$ cat src/sv/vfcm_ram.sv
`timescale 1ns / 1ps
// generic simple dual port ram with registered read
module vfcm_ram #(
	parameter int WIDTH = 8,
	parameter int DEPTH = 256
) (
	input  logic                     clk,
	input  logic                     we,
	input  logic [$clog2(DEPTH)-1:0] waddr,
	input  logic [WIDTH-1:0]         wdata,
	input  logic [$clog2(DEPTH)-1:0] raddr,
	output logic [WIDTH-1:0]         rdata
);
	logic [WIDTH-1:0] mem [DEPTH];

	always_ff @(posedge clk) begin
		if (we) begin
			mem[waddr] <= wdata;
		end
		rdata <= mem[raddr];
	end
endmodule

$ cat config.mk
export PLATFORM = sky130hd
export DESIGN_NAME = vfcm_ram
export DESIGN_NICKNAME = d
export VERILOG_FILES = /design/src/sv/vfcm_ram.sv
export SDC_FILE = /design/constraint.sdc
export NUM_CORES = 2
export LEC_CHECK = 0
export BUFFER_PORTS_ARGS = -buffer_cell sky130_fd_sc_hd__clkbuf_2
export CAP_MARGIN = 20
export CORE_ASPECT_RATIO = 0.9
export CORE_UTILIZATION = 50
export DETAILED_ROUTE_END_ITERATION = 8
export PLACE_DENSITY = 0.65
export SKIP_CTS_REPAIR_TIMING = 1
export SYNTH_ARGS = -nofsm -noshare
export SYNTH_HDL_FRONTEND = slang
export SYNTH_SLANG_ARGS = --single-unit
$ cat constraint.sdc
create_clock -name clk -period 6.15 [get_ports clk]
set_input_delay 0.9225 -clock clk [delete_from_list [all_inputs] [get_ports clk]]
set_output_delay 0.9225 -clock clk [all_outputs]
set_load 0.02 [all_outputs]
# [Word-level counts from Yosys, hierarchy flattened]
# Memories as Yosys holds them, arrays and structs flattened. A register that Yosys moved wholly into a read port is not among the register bits.
# Index checks and enable logic that the tools add are counted.
[classes] addsub=0 multipliers=0 div=0 magnitude_cmp=0 eq_ne=0 n_shift=0 mux=2 n_bitwise=0 reduce_logical=0
[ops] cell="$mux 1" n=2
[word_totals] regBits=0 latch_bits=0 ram_bits=2048 romBits=0 in_bits=26 output_inout_bits=8 elab_cells=3 mem_count=1
[memory_table] name="mem" depth=256 width=8 read_ports=1 rd_ports_with_merged_regs=1 write_ports=1 line_no="14" rtl="logic [WIDTH-1:0] mem [DEPTH];"

# [Longest topological paths before layout]
[depth] word_depth=2 mapped_depth=11 depth_no_buf=6

# [Worst setup path after synthesis]
# OpenSTA, ideal clock, no wires.
[synth_path] path_kind="input-to-reg" startpoint="in raddr[0]" endpoint="reg rdata[2], read port of mem" setup_time_ps=131 t_arrival_ps=2729 t_required_ps=6019 path_slack_ps=3290 cell_stages=9 n_path_buf=4 cell_sequence="buf_6 -> buf_12 -> buf_8 -> buf_2 -> mux4_2 -> a22oi_1 -> a21oi_1 -> nor4_1 -> nor4_2"
[synth_rtl] element="start: declaration" line_no="11" rtl="input logic [$clog2(DEPTH)-1:0] raddr,"
[synth_rtl] element="end: declaration" line_no="12" rtl="output logic [WIDTH-1:0] rdata"

==> impl_metrics.env <==
export IMPL_finalMaxSlewViolations=0
export IMPL_vias_per_cell=6.374
export IMPL_cts_path_max_buffers=3
export IMPL_slowest_stage="a221oi_1"
export IMPL_die_h_um=380.4
export IMPL_grt_pass1_vias=38160
export IMPL_cp_num_buf_inv=3
export IMPL_grt_pass1_wl_um=282800
export IMPL_grt_usage=0.2455
export IMPL_die_w_um=422.5
export IMPL_first_iter_violations=5071
export IMPL_synth_nets=3759
export IMPL_worstMarginPinSlew_ps=1367
export IMPL_dieArea_mm2=0.1607
export IMPL_yosysWarnings=0
export IMPL_synthArstFlopShare=0
export IMPL_grt_ovfl_total=0
export IMPL_synthMuxAreaShare=0.1462
export IMPL_core_area_mm2=0.1576
export IMPL_htreeDepth=4
export IMPL_drc=0
export IMPL_postSynthCellCount=3733
export IMPL_rows=138
export IMPL_gp_congestion=0.8558
export IMPL_routed_wl_um=196400
export IMPL_critical_path_required_ps=6830
export IMPL_synthXorXnorAreaFrac=0
export IMPL_fin_skew_ps=35.43
export IMPL_clk_latency_ps=830
export IMPL_start_util=0.5047
export IMPL_cts_buffers=192
export IMPL_worstSetupPathType="in -> reg"
export IMPL_synth_edf_count=2048
export IMPL_cp_top_family="compound AO/OA/AOI/OAI gates"
export IMPL_setup_violations=0
export IMPL_ioPinCount=34
export IMPL_fin_hold_ws_ps=495.9
export IMPL_start_kind="primary input"
export IMPL_nFillCells=11630
export IMPL_cts_tree="built"
export IMPL_antenna_found_initial=6
export IMPL_maxCapViolCount=0
export IMPL_setup_tns_ps=0
export IMPL_area_growth_pct=10.40
export IMPL_rsz0062_at_grt="no"
export IMPL_max_freq_mhz=264.5
export IMPL_cellPowerDensity_mw_per_mm2=322.4
export IMPL_drive_gt1_frac=0.2157
export IMPL_clock_root_buffer="clkbuf_16"
export IMPL_yosysSeqAreaShare=0.7750
export IMPL_timing_final_crit_share=0.6147
export IMPL_relSlewSlack=0.08868
export IMPL_grt_max_degree=201
export IMPL_worstPathCellList="buf_4 > buf_4 > nor2b_4 > buf_4 > a22o_1 > a221oi_1 > o32ai_1 > nor3_1 > nor4_1"
export IMPL_antenna_left=0
export IMPL_synth_cell_types=55
export IMPL_post_synth_cell_area_avg_um2=21.31
export IMPL_leakage_nw=26.83
export IMPL_fin_crit_ps=3780
export IMPL_routedWlPerCell_um=32.42
export IMPL_power_total_mw=28.32
export IMPL_endpoint_kind="flop"
export IMPL_port_buffers=33
export IMPL_clk_pin_slew_worst_paths_ps=60
export IMPL_nets=3833
export IMPL_path_max_fanout=42
export IMPL_cp_arrival_ps=4460
export IMPL_first_pass_iters=6
export IMPL_ys_flop_type="edfxtp_1"
export IMPL_crit_top_cell="buf_4"
export IMPL_slowest_delay_ps=820
export IMPL_synth_compound_area_frac=0.03419
export IMPL_status="completed"
export IMPL_dp_final_hpwl_um=119800
export IMPL_via_count=38600
export IMPL_hold_path_class="in -> reg"
export IMPL_yosys_area_share_adder=0
export IMPL_synth_simple_gate_area_frac=0.02628
export IMPL_final_hold_viol_count=0
export IMPL_clock_sinks=2056
export IMPL_ys_ff_latch=2056
export IMPL_netlist_area_mm2=0.07956
export IMPL_synth_top_family_by_area="multiplexers"
export IMPL_vdd_ir_drop_max_mv=0.2682
cell usage after synthesis (all sizes together) (12+ instances only):
cell,instances,share of area
nor2b,31,0.0024
a221oi,14,0.0016
buf,122,0.013
mux2i,134,0.017
nor3,22,0.0014
mux4,456,0.13
edfxtp,2048,0.77
o21ai,12,0.00075
a22oi,133,0.013
nand3,34,0.0021
nor2,282,0.013
nand2,33,0.0016
clkbuf,111,0.0052
a211oi,16,0.0015
a21oi,96,0.0060
o22ai,28,0.0022
o221ai,47,0.0053
nor4,27,0.0024
sequential cells by signal, indices dropped and copies added (netlist names):
| signal | count |
|---|---|
| mem | 2048 |
| rdata | 8 |
cells in the final DEF (no fill, tap or decap), drive strengths merged, types with 10 or more instances in the layout:
cell    Yosys  routed
a211oi     16      16
a21oi      96      96
a221oi     14      14
a22oi     133     133
buf       122      91
bufinv      0      13
clkbuf    111     255
clkinv      1      88
edfxtp   2048    2048
mux2i     134     134
mux4      456     456
nand2      33      33
nand3      34      34
nand4      10      10
nor2      282     282
nor2b      31      31
nor3       22      22
nor4       27      27
o211ai     10      10
o21ai      12      12
o221ai     47      47
o22ai      28      28
layout make-up:
cell class / count / area (um^2) / area share
Antenna cell: 2 / 5.005 / 0.00005698
Clock buffer: 233 / 5022 / 0.05718
Clock inverter: 108 / 934.6 / 0.01064
Inverter: 2 / 7.507 / 0.00008548
Multi-Input combinational cell: 1442 / 16490 / 0.1878
Sequential cell: 2056 / 61660 / 0.7020
Tap cell: 2100 / 2628 / 0.02992
Timing Repair Buffer: 113 / 1080 / 0.01229
report_power, final:
group / internal [mW] / leakage, nW / switching [mW]
sequential: 15.4 / 18.5 / 0.0252
combinational: 0.453 / 5.43 / 0.925
clock: 6.34 / 2.93 / 5.12
logic make-up after synthesis:
| group | after synthesis |
|---|---|
| and+or+nand+nor | 466 |
| buffers and inverters | 235 |
| DFF | 2056 |
| AOI/OAI and AO/OA | 385 |
| muxes | 591 |
stage by stage:
stage | instances | area (um^2) | utilization | worst slack [ps]
finish | 6056 | 87830 | 0.5571 | 2370
global route | 6055 | 87830 | 0.5571 | 2379
CTS | 6054 | 87820 | 0.5571 | 2453
detailed placement | 5713 | 81870 | 0.5193 | 1586
global placement | 5712 | 81850 | 0.5192 | 1207
floorplan | 3733 | 79560 | - | 3290
worst paths after layout:
| kind | from | endpoint | slack, ps | cells past startpoint |
|---|---|---|---|---|
| min | wdata[2] | mem[231][2] | 500 | 1 |
| min reg2reg | mem[61][1] | rdata[1] | 1090 | 6 |
| max reg2reg | mem[83][3] | rdata[3] | 3220 | 6 |
| max | raddr[2] | rdata[3] | 2370 | 9 |
metal layers:
metal,wire length (um),up-vias,part of all wire,GRT usage
li1,-,15850,-,-
met1,82570,20580,0.42,0.3666
met2,91790,1890,0.47,0.3712
met3,16810,279,0.086,0.04792
met4,5174,2,0.026,0.07038
met5,13,-,0.000066,0
(Power assumes the default switching activity.)
