File: src/sv/vfcm_pkg.sv
`timescale 1ns / 1ps
// shared constants, codes and types of the voxel face cull mesher
package vfcm_pkg;

	localparam int CHUNK_EDGE_DEF = 16;
	localparam int ID_BITS_DEF    = 8;

	localparam logic [2:0] CMD_WR_VOXEL  = 3'd0;
	localparam logic [2:0] CMD_WR_BORDER = 3'd1;
	localparam logic [2:0] CMD_WR_TRANS  = 3'd2;
	localparam logic [2:0] CMD_SET_INDEX = 3'd3;
	localparam logic [2:0] CMD_READ      = 3'd4;
	localparam logic [2:0] CMD_QUERY     = 3'd5;

	localparam logic [2:0] DIR_PZ = 3'd0;
	localparam logic [2:0] DIR_NZ = 3'd1;
	localparam logic [2:0] DIR_NX = 3'd2;
	localparam logic [2:0] DIR_PX = 3'd3;
	localparam logic [2:0] DIR_PY = 3'd4;
	localparam logic [2:0] DIR_NY = 3'd5;
	localparam logic [2:0] DIR_LAST = DIR_NY;

	localparam logic [1:0] REG_FILL    = 2'd0;
	localparam logic [1:0] REG_YOFF    = 2'd1;
	localparam logic [1:0] REG_PRESENT = 2'd2;

	localparam logic KIND_FACE = 1'b0;
	localparam logic KIND_READ = 1'b1;

	localparam logic [31:0] FACE_INDEX_STEP = 32'd4;

	localparam logic signed [13:0] FACE_Y_MAX = 14'sd4095;
	localparam logic signed [13:0] FACE_Y_MIN = -14'sd4096;

	typedef struct packed {
		logic [7:0]         fill;
		logic signed [12:0] yoff;
		logic [5:0]         present;
	} cfg_t;

endpackage

File: src/sv/vfcm_if.sv


interface vfcm_cfg_if;
	logic        valid;
	logic        ready;
	logic [1:0]  index;
	logic [15:0] data;
	modport source (output valid, index, data, input ready);
	modport sink (input valid, index, data, output ready);
endinterface

File: src/sv/vfcm_cfg.sv
`timescale 1ns / 1ps
// configuration register file
module vfcm_cfg (
	input  logic            clk,
	input  logic            arst_n,
	vfcm_cfg_if.sink        cfg,
	output vfcm_pkg::cfg_t  regs
);
	vfcm_pkg::cfg_t regs_q;

	assign cfg.ready = 1'b1;
	assign regs      = regs_q;

	always_ff @(posedge clk or negedge arst_n) begin
		if (!arst_n) begin
			regs_q <= '0;
		end else if (cfg.valid) begin
			case (cfg.index)
				vfcm_pkg::REG_FILL: begin
					regs_q.fill <= cfg.data[7:0];
				end
				vfcm_pkg::REG_YOFF: begin
					regs_q.yoff <= cfg.data[12:0];
				end
				vfcm_pkg::REG_PRESENT: begin
					regs_q.present <= cfg.data[5:0];
				end
				default: begin
				end
			endcase
		end
	end
endmodule

File: src/flat_wrapper.sv
// flat-port wrapper written by rule: the top's interface ports become plain ports
module vfcm_cfg_flat 
  (clk, arst_n, regs, cfg_valid, cfg_index, cfg_data, cfg_ready);
  vfcm_cfg_if cfg_i ();
  input  logic clk;
  input  logic arst_n;
  output vfcm_pkg::cfg_t regs;
  input wire logic [$bits(cfg_i.valid)-1:0] cfg_valid;
  input wire logic [$bits(cfg_i.index)-1:0] cfg_index;
  input wire logic [$bits(cfg_i.data)-1:0] cfg_data;
  output wire logic [$bits(cfg_i.ready)-1:0] cfg_ready;
  assign cfg_i.valid = cfg_valid;
  assign cfg_i.index = cfg_index;
  assign cfg_i.data = cfg_data;
  assign cfg_ready = cfg_i.ready;
  vfcm_cfg u_core (.clk(clk), .arst_n(arst_n), .cfg(cfg_i), .regs(regs));
endmodule
File: config.mk
export PLATFORM = sky130hd
export DESIGN_NAME = vfcm_cfg_flat
export DESIGN_NICKNAME = d
export VERILOG_FILES = /design/src/sv/vfcm_pkg.sv /design/src/sv/vfcm_if.sv /design/src/sv/vfcm_cfg.sv /design/src/flat_wrapper.sv
export SDC_FILE = /design/constraint.sdc
export NUM_CORES = 1
export LEC_CHECK = 0
export ABC_AREA = 1
export BUFFER_PORTS_ARGS = -buffer_cell sky130_fd_sc_hd__buf_2
export CAP_MARGIN = 20
export CORE_MARGIN = 10
export CORE_UTILIZATION = 50
export CTS_CLUSTER_DIAMETER = 60
export CTS_CLUSTER_SIZE = 20
export DETAILED_ROUTE_END_ITERATION = 16
export MAX_ROUTING_LAYER = met4
export PLACE_DENSITY = 0.95
export RECOVER_POWER = 25
export SYNTH_ARGS = -nofsm -noshare
export SYNTH_HDL_FRONTEND = slang
export SYNTH_SLANG_ARGS = --single-unit
File: constraint.sdc
create_clock -name clk -period 1.3 [get_ports clk]
set_clock_uncertainty 0.1 [all_clocks]
set_input_delay 0.195 -clock clk [delete_from_list [all_inputs] [get_ports clk]]
set_output_delay 0.195 -clock clk [all_outputs]
set_load 0.02 [all_outputs]
# Word-level counts from Yosys, hierarchy flattened
# Cells that the tools add are included.
[word_totals]
ff_bits = 27
in_bits = 21
output_inout_bits = 28
[classes]
n_eq_ne = 2
reduce_logical = 4
[op_table]
columns = ["cell", "n"]
rows = [
  ["2-bit AND reduction", 3],
  ["2-bit by 1-bit equality test with 1-bit output, second input constant", 1],
  ["2-bit equality test, second input constant", 1],
  ["2-bit zero test", 1],
]

# Logic depth before layout (Yosys ltp)
[logic_depth]
ltp_word = 2
depth_mapped = 6

# Least setup slack after synthesis
# OpenSTA, ideal clock, no wires.
[synth_timing]
kind = "input-to-reg"
start = "input cfg_index[0]"
end = "register u_core.regs_q, in the netlist u_core.regs[19]"
arrival_time_ns = 0.704
required_time_ns = 1.083
path_slack_ns = 0.379
cell_stages = 5
n_path_buf = 1
cell_sequence = "buf_4 -> nor2_8 -> nand2_2 -> nand2_1 -> nand2_1"
[synth_between]
elab_chain_cells = 2
[synth_lines]
columns = ["item", "line", "rtl"]
rows = [
  ["from (decl)", "flat_wrapper.sv:9", "input wire logic [$bits(cfg_i.index)-1:0] cfg_index;"],
  ["2-bit zero test", "vfcm_cfg.sv:18", "case (cfg.index)"],
  ["2-bit AND reduction (no source line)", "-", ""],
  ["to (decl)", "vfcm_cfg.sv:9", "vfcm_pkg::cfg_t regs_q;"],
]
# Every way passes these cells.
# A chain may end at the register's enable or synchronous reset.

# Worst setup path in the final report
[layout_timing]
start = "register u_core.regs_q, in the netlist u_core.regs[8]"
end = "output regs[8] (netlist name)"
[layout_lines]
columns = ["item", "line", "rtl"]
rows = [
  ["to (decl)", "flat_wrapper.sv:7", "output vfcm_pkg::cfg_t regs;"],
]
# No word-level cell between the ends.

==> out/qor.tcl <==
set qor(status) {complete, no violations}
set qor(pwr_density_cell_nw_per_um2) 1389
set qor(cp_num_buf_inv) 1
set qor(hold_viol) 0
set qor(root_buffer) {sky130_fd_sc_hd__clkbuf_4}
set qor(synth.area.mux_share_pct) 0
set qor(number_of_antenna_violations_at_the_first_check_in_global_routing) 0
set qor(largest_reg_flops) 27
set qor(syn-cell-area_um2) 1169
set qor(drt-total-wl_um) 2996
set qor(maxCapViolCount) 0
set qor(arrival_ns) 0.90
set qor(vias_per_instance) 5.284
set qor(synth_most_common_cell) {sky130_fd_sc_hd__nand2_1}
set qor(synth_fa_ha_area_share_pct) 0
set qor(critical_path_peak_fanout) 2
set qor(initial_utilization_pct) 52.83
set qor(stdcell_count) 197
set qor(place.detailed.instances) 191
set qor(hpwl_um) 2353
set qor(drc_markers) 0
set qor(yosys-top-cells-area) {sky130_fd_sc_hd__dfrtp_1, sky130_fd_sc_hd__nand2_1, sky130_fd_sc_hd__nand4_1, sky130_fd_sc_hd__nand3_1, sky130_fd_sc_hd__buf_6}
set qor(synthesized_netlist_net_count) 145
set qor(fraction_of_layout_instances_using_a_drive_strength_above_1_pct) 31.36
set qor(ys_async_sr_fraction_pct) 100.0
set qor(timing.critical_path.max_delay_family) {flip-flops}
set qor(synth_enable_flop_cells) 0
set qor(post_cts_hold_buffer_count) 1
set qor(synth.lib_cells_used.distinct) 13
set qor(post_synth_and_or_nand_nor_area_fraction_pct) 34.90
set qor(cts.sink_count) 27
set qor(worst_setup_slack_final_ns) 0.1041
set qor(synthDominantCellAreaShare_pct) 57.82
set qor(drt-wirelength-per-cell_um) 15.21
set qor(die_area_um2) 4671
set qor(path_cells) {buf_2}
set qor(num-fill-cells) 202
set qor(tightest_slew_ns) 0.5933
set qor(drt-pass1-iter-count) 4
set qor(worst_setup_path_start_kind) {flip-flop}
set qor(grt_start_max_net_pins) 28
set qor(synth_sequential_area_ratio_pct) 57.82
set qor(numCtsBuffers) 3
set qor(synthToLayoutAreaGrowth_pct) 20.66
set qor(max-clock-path-buffers) 2
set qor(timing.critical_path.slowest_stage_cell) {sky130_fd_sc_hd__dfrtp_1}
set qor(clkLatencyLatePin_ns) 0.32
set qor(insertedDiodeCount) 0
set qor(overflow_after_grt) 0
set qor(post_synth_xor_area_fraction_pct) 0
set qor(max-slew-margin-rel_pct) 60.45
set qor(globalplace.congestion) 0.8201
set qor(main_combinational_cell_family_by_area_after_synthesis) {simple AND/OR/NAND/NOR gates}
set qor(drt_iter0_markers) 29
set qor(max_freq_mhz) 836.2
set qor(post_synth_inst_count) 124
set qor(setup-violations-final) 0
set qor(max-vdd-ir-drop_uv) 909.8
set qor(min_path_type) {input pin to flip-flop}
set qor(ioPinCount) 49
set qor(tritoncts) {done}
set qor(synth_top_cell_by_area) {sky130_fd_sc_hd__dfrtp_1}
set qor(synthesis.yosys.warnings) 0
set qor(synth_compound_gate_area_share_pct) 0
set qor(grt.total_usage_pct) 14.38
set qor(dpl_worst_slack_ns) 0.1805
set qor(cts_resized) 0
set qor(postSynthRegisterBits) 27
set qor(die_width_um) 68.35
set qor(synth.avg_cell_area_um2) 9.424
set qor(total_number_of_h_tree_levels) 1
set qor(worst_setup_path_end_kind) {output pin}
set qor(antenna_left) 0
set qor(fin_crit_sh_pct) 91.99
set qor(period_needed_ns) 1.196
set qor(clock_transition_at_the_register_clock_pins_on_the_worst_setup_and_hold_paths_after_cts_ns) 0.15
set qor(leakagePower_nw) 0.8159
set qor(fin_hold_ws_ns) 0.02237
set qor(first_global_vias) 1093
set qor(layout.nets) 191
set qor(via_count) 1041
set qor(worstPathRequired_ns) 1.00
set qor(setup_tns_ns) 0
set qor(first_pass_grt_wire_length_um) 5099
set qor(std_cell_rows) 17
set qor(dieHeight_um) 68.35
set qor(cts_post_setup_buffers_inserted) 0
set qor(setup_repair_after_global_routing_missed_its_margin) {no}
set qor(cpPeakStageDelay_ns) 0.42
set qor(path_class) {flip-flop to output pin}
set qor(numPortBuffers) 44
set qor(synth_ff_type) {sky130_fd_sc_hd__dfrtp_1}
set qor(core_region_area_um2) 2212
set qor(post_synth_most_frequent_cells) {sky130_fd_sc_hd__nand2_1, sky130_fd_sc_hd__dfrtp_1, sky130_fd_sc_hd__nand4_1, sky130_fd_sc_hd__nand3_1}
set qor(finalMaxSlewViolations) 0
==> logic make-up after synthesis <==
family | count (synthesis)
and+or+nand+nor | 85
buffers and inverters | 11
other | 1
DFF | 27
==> final timing paths <==
path / slack (ns) / cells after the start / start / to
setup / recovery: 0.10 / 1 / u_core.regs[8]$_DFFE_PN0P_ / regs[8]
hold / removal: 0.02 / 3 / cfg_data[9] / u_core.regs[15]$_DFFE_PN0P_
setup reg to reg: 0.54 / 2 / u_core.regs[6]$_DFFE_PN0P_ / u_core.regs[6]$_DFFE_PN0P_
hold reg to reg: 0.39 / 2 / u_core.regs[15]$_DFFE_PN0P_ / u_core.regs[15]$_DFFE_PN0P_
max in group asynchronous: 0.41 / 2 / arst_n / u_core.regs[25]$_DFFE_PN0P_
min in group asynchronous: 0.30 / 2 / arst_n / u_core.regs[10]$_DFFE_PN0P_
==> per-layer routing <==
metal | GRT usage [%] | share of wire, %
met5 | - | 0
met4 | 3.769 | 0.23
met3 | 3.752 | 6.3
met2 | 23.49 | 50
met1 | 17.20 | 44
==> layout make-up <==
class                      count  area [µm²]  area share [%]
sequential                    27       675.6           47.91
inverter                       2       10.01          0.7099
clock buffer                   3       22.52           1.597
tap                           28       35.03           2.484
multi-input combinational     86       399.1           28.31
timing repair buffer          50       262.8           18.63
clock inverter                 1       5.005          0.3549
==> stage by stage <==
| step | power (mW) | cell area, µm² | utilization, % |
|---|---|---|---|
| final | 1.959 | 1410 | 63.74 |
| after global routing | 2.083 | 1410 | 63.74 |
| after CTS | 1.985 | 1433 | 64.76 |
| after detailed placement | 1.636 | 1395 | 63.07 |
| after global placement | 1.612 | 1395 | 63.07 |
| after floorplan | 1.396 | 1169 | - |
==> report_power, final <==
group | internal (mW) | leakage [nW] | switching (mW)
combinational | 0.178 | 0.461 | 0.384
clock | 0.115 | 0.0177 | 0.241
sequential | 0.972 | 0.337 | 0.0685
==> layout by cell type, fill, tap and decap left out <==
master                          netlist  final
sky130_fd_sc_hd__dlygate4sd3_1        0      2
sky130_fd_sc_hd__nand3_1              8     10
sky130_fd_sc_hd__clkbuf_1             0      2
sky130_fd_sc_hd__inv_4                1      1
sky130_fd_sc_hd__clkbuf_4             0      3
sky130_fd_sc_hd__nand4_1             19     19
sky130_fd_sc_hd__buf_2                3     43
sky130_fd_sc_hd__clkbuf_2             0      1
sky130_fd_sc_hd__nand2_1             54     55
sky130_fd_sc_hd__clkinv_2             0      1
sky130_fd_sc_hd__buf_4                3      2
sky130_fd_sc_hd__conb_1               1      1
sky130_fd_sc_hd__dfrtp_1             27     27
sky130_fd_sc_hd__nor2_8               1      1
sky130_fd_sc_hd__inv_2                1      1
No activity file was read; power rests on OpenSTA's default activity.
